===== config.mk =====
export PLATFORM = sky130hd
export DESIGN_NAME = mic_ctrl
export DESIGN_NICKNAME = d
export VERILOG_FILES = /design/src/hdl/mic_pkg.sv /design/src/hdl/mic_ctrl.sv
export SDC_FILE = /design/constraint.sdc
export NUM_CORES = 1
export LEC_CHECK = 0
export ABC_AREA = 1
export BUFFER_PORTS_ARGS = -buffer_cell sky130_fd_sc_hd__buf_2
export CAP_MARGIN = 20
export CORE_AREA = 2 2 39 41
export DETAILED_ROUTE_END_ITERATION = 6
export DIE_AREA = 0 0 41 43
export PLACE_DENSITY_LB_ADDON = 0.2
export SYNTH_ARGS = -nofsm -noshare
export SYNTH_HDL_FRONTEND = slang
export SYNTH_SLANG_ARGS = --single-unit

===== constraint.sdc =====
create_clock -name i_clk -period 1.6 [get_ports i_clk]
set_clock_uncertainty 0.2 [all_clocks]
set_input_delay 0.08 -clock i_clk [delete_from_list [all_inputs] [get_ports i_clk]]
set_output_delay 0.08 -clock i_clk [all_outputs]
set_load 0.01 [all_outputs]

===== src/hdl/mic_pkg.sv =====
// Shared types and constants for the mesh index compaction block.
// Used by the controller, the datapath and the top level; depends on nothing.
`default_nettype none

package mic_pkg;

    localparam int unsigned IDX_W   = 12;
    localparam int unsigned CNT_W   = 13;
    localparam int unsigned SRC_W   = 16;
    localparam int unsigned GEN_W   = 8;
    localparam int unsigned ENTRY_W = GEN_W + IDX_W;
    localparam logic [GEN_W-1:0] GEN_FIRST = GEN_W'(1);
    localparam logic [GEN_W-1:0] GEN_LAST  = '1;
    localparam logic [CNT_W-1:0] VCOUNT_RESET = CNT_W'(4096);

    typedef enum logic [1:0] {
        ST_SWEEP,
        ST_READ,
        ST_IDLE,
        ST_LOOKUP
    } t_state;

    typedef struct packed {
        logic load;
        logic reread;
        logic sweep;
        logic sweep_done;
        logic commit;
    } t_dp_cmd;

    typedef struct packed {
        logic wrap;
        logic sweep_last;
        logic out_free;
    } t_dp_sts;

endpackage

`default_nettype wire


===== src/hdl/mic_ctrl.sv =====
// Sequencing state machine for the mesh index compaction block.
// Depends on mic_pkg; drives the datapath through command and status structs.
`default_nettype none

module mic_ctrl (
    input  wire logic              i_clk,
    input  wire logic              i_rst_n,
    input  wire logic              i_s_tvalid,
    input  wire mic_pkg::t_dp_sts  i_sts,
    output mic_pkg::t_dp_cmd       o_cmd,
    output logic                   o_s_tready
);

    import mic_pkg::*;

    t_state r_state, n_state;
    logic   r_pending, n_pending;

    always_ff @(posedge i_clk) begin
        if (!i_rst_n) begin
            r_state   <= ST_SWEEP;
            r_pending <= 1'b0;
        end else begin
            r_state   <= n_state;
            r_pending <= n_pending;
        end
    end

    always_comb begin
        n_state    = r_state;
        n_pending  = r_pending;
        o_cmd      = '0;
        o_s_tready = 1'b0;
        case (r_state)
            ST_SWEEP: begin
                o_cmd.sweep = 1'b1;
                if (i_sts.sweep_last) begin
                    o_cmd.sweep_done = 1'b1;
                    n_pending        = 1'b0;
                    n_state          = r_pending ? ST_READ : ST_IDLE;
                end
            end
            ST_READ: begin
                o_cmd.reread = 1'b1;
                n_state      = ST_LOOKUP;
            end
            ST_IDLE: begin
                o_s_tready = 1'b1;
                if (i_s_tvalid) begin
                    o_cmd.load = 1'b1;
                    if (i_sts.wrap) begin
                        n_pending = 1'b1;
                        n_state   = ST_SWEEP;
                    end else begin
                        n_state = ST_LOOKUP;
                    end
                end
            end
            ST_LOOKUP: begin
                if (i_sts.out_free) begin
                    o_cmd.commit = 1'b1;
                    n_state      = ST_IDLE;
                end
            end
            default: begin
                n_state = ST_SWEEP;
            end
        endcase
    end

endmodule

`default_nettype wire


==> impl_metrics.csv <==
group,metric,value,unit
place,place_hpwl,443,um
run_status,run_status,"finished, final reports clean",
critical_path,critPathArrivalTime,1.14,ns
logic_synthesis,seq_area_frac_synth,26.4,%
global_route,gr-total-overflow,0,
routing,route.detailed.drc,0,
clock_network,clk_pin_slew,0.04,ns
layout,area_growth,48.9,%
routing,ant_nets,0,
floorplan,die-area,1760,um^2
logic_synthesis,synth_cell_types,14,
critical_path,cp_data_required_time,1.32,ns
sta,hold_viol_final,0,
logic_synthesis,synth_most_common_cell,"inv_1",
critical_path,critPathKind,"reg2out",
critical_path,cp_max_fo,7,
global_route,grtUsageMet1,8.33,%
sta,slew_headroom,78.8,%
critical_path,crit_path_start_kind,"register",
global_route,grt_max_degree,8,
routing,wl_per_cell,8.10,um
floorplan,die-width,41,um
worst_hold_path,hp-class,"in2reg",
floorplan,num_rows,14,
layout,final_cells,69,
global_route,met2_usage,10.9,%
global_route,grt_pass1_vias,249,
routing,firstDrtPassIters,4,
sta,finalMaxSlewViolations,0,
clock_network,cts_buffer_depth,2,
global_route,antenna_found_initial,0,
logic_synthesis,synth_seq_cells,3,
layout,post-route-util,24.5,%
floorplan,die_h,43,um
routing,routed_wl,559,um
pwr,vdd_ir_drop_max,0.000373,V
place,port_buffers,11,
flow_run,max_cap_violations,0,
clock_network,htree_levels,1,
critical_path,crit_path_end_kind,"output pin",
sta,min_period,1.42,ns
routing,vias_per_cell,3.78,
sta,max_freq,0.704,GHz
floorplan,core,1380,um^2
logic_synthesis,synth.area.top_cells,"dfxtp_1 (26%), inv_1 (12%), nand3_1 (11%), nand2_1 (9.9%), nor2_1 (8.2%)",
sta,rsz0062_at_grt,"no",
place,gp_routability_congestion,0.653,
clock_network,clkSinkCount,3,
sta,worstMarginPinSlew,0.318,ns
clock_network,cts_tree,"done",
sta,finalSetupViolations,0,
clock_network,ctsResizeCount,0,
global_route,use_met3,3.14,%
logic_synthesis,ys.warnings.count,0,
sta,finalCritPeriodShare,88.8,%
layout,diodes,0,
routing,drt-initial-drc-count,9,
global_route,top_usage_layer,"met2",
clock_network,clk_latency,0.23,ns
floorplan,ios,12,
logic_synthesis,post-synth-top-area-cell,"dfxtp_1",
routing,vias,261,
logic_synthesis,syn-num-nets,43,
logic_synthesis,yosysTopAreaCellShare,26.4,%
sta,tns,0,ns
layout,nets,60,
floorplan,floorplan.initialDensity,16.5,%
place,dpl.cell_count,64,
pwr,power.density,1640,nW/um^2
logic_synthesis,async_reset_ff_share,0,%
logic_synthesis,netlist_top_cells_count,"inv_1 (7), nand2_1 (6), nand3_1 (5), nor2_1 (5), dfxtp_1 (3)",
logic_synthesis,synth_flop_cell,"dfxtp_1",
layout,nFillCells,168,
pwr,p_leak,0.198,nW
layout,drive_above_1_share,39.6,%
global_route,grt_pass1_wl,876,um
clock_network,cts_buffers,3,
logic_synthesis,syn-cell-area,228,um^2
pwr,power,557,uW
global_route,grt_use_total,7.62,%
logic_synthesis,synth_area_per_cell,6.15,um^2
clock_network,root_buffer,"clkbuf_4",
logic_synthesis,synth_edf_count,0,
logic_synthesis,syn_inst,37,
==> metrics by stage <==
| stage | worst slack [ns] | area (um^2) | hold WS (ns) |
|---|---|---|---|
| 2_1_floorplan | 0.448 | 228 | 0.00611 |
| 5_1_grt | 0.109 | 339 | 0.0974 |
| 6_report | 0.179 | 339 | 0.0509 |
| 4_1_cts | 0.181 | 339 | 0.0506 |
| 3_3_place_gp | 0.364 | 303 | 0.157 |
| 3_5_place_dp | 0.368 | 303 | 0.151 |
==> placed cells by master (no fill, tap or decap) <==
cell type	n
a21oi_1	1
dfxtp_1	3
clkbuf_4	3
nor2_2	1
o21ai_1	1
nand2_1	6
clkbuf_1	1
nand3_2	1
a21oi_2	1
buf_2	11
inv_1	7
nor2_1	5
dlygate4sd3_1	1
inv_2	2
nor2_4	1
nand3_1	5
nor3_1	2
nand2_4	1
==> critical path, cell delays in order, from the launching register on <==
cell,delay (ns)
dfxtp_1,0.50
inv_2,0.06
nor3_1,0.19
buf_2,0.16
==> metal layers <==
layer	up-vias	part of all wire, %
li1	146	-
met1	106	45
met2	9	48
met3	0	7.0
met4	0	0
met5	-	0
==> flip-flops by register name, indices dropped and copies added, names as in the netlist <==
name and cells:
r_state 2, r_pending 1
==> area by class of cell <==
class                           instances  area (um^2)  area share (%)
Multi-Input combinational cell         25          134            39.5
Timing Repair Buffer                   12         65.1            19.2
Sequential cell                         3         60.1            17.7
Inverter                                9         33.8            9.96
Clock buffer                            4         26.3            7.75
Tap cell                               16         20.0            5.90
==> power by group <==
part / switching [mW] / total (mW) / internal (mW)
logic: 0.166 / 0.280 / 0.113
clock network: 0.0395 / 0.133 / 0.0935
registers: 0.0425 / 0.144 / 0.102
==> final timing paths <==
check                               start                      end  slack, ns  cells past startpoint
setup / recovery  r_state[0]$_SDFFE_PN0P_                 o_cmd[0]       0.18                      3
hold / removal                   i_sts[2]  r_state[0]$_SDFFE_PN0P_       0.05                      6
setup reg to reg  r_state[0]$_SDFFE_PN0P_  r_state[1]$_SDFFE_PN0P_       0.36                      5
hold reg to reg    r_pending$_SDFFE_PN0P_   r_pending$_SDFFE_PN0P_       0.29                      2
==> timing repair <==
item	4_1_cts	5_1_grt
setup buffers	0	0
endpoints found under the hold margin	3	0
hold buffers	1	0
==> cells by family (layout without fill, tap and decap cells) <==
logic type             Yosys count  after routing  share of synthesized area (%)
AND/OR/NAND/NOR                 22             22                           50.5
buffers and inverters            9             25                           14.8
AO/OA/AOI/OAI                    3              3                           8.24
flip-flops                       3              3                           26.4
Power figures use the tool's default switching activity.
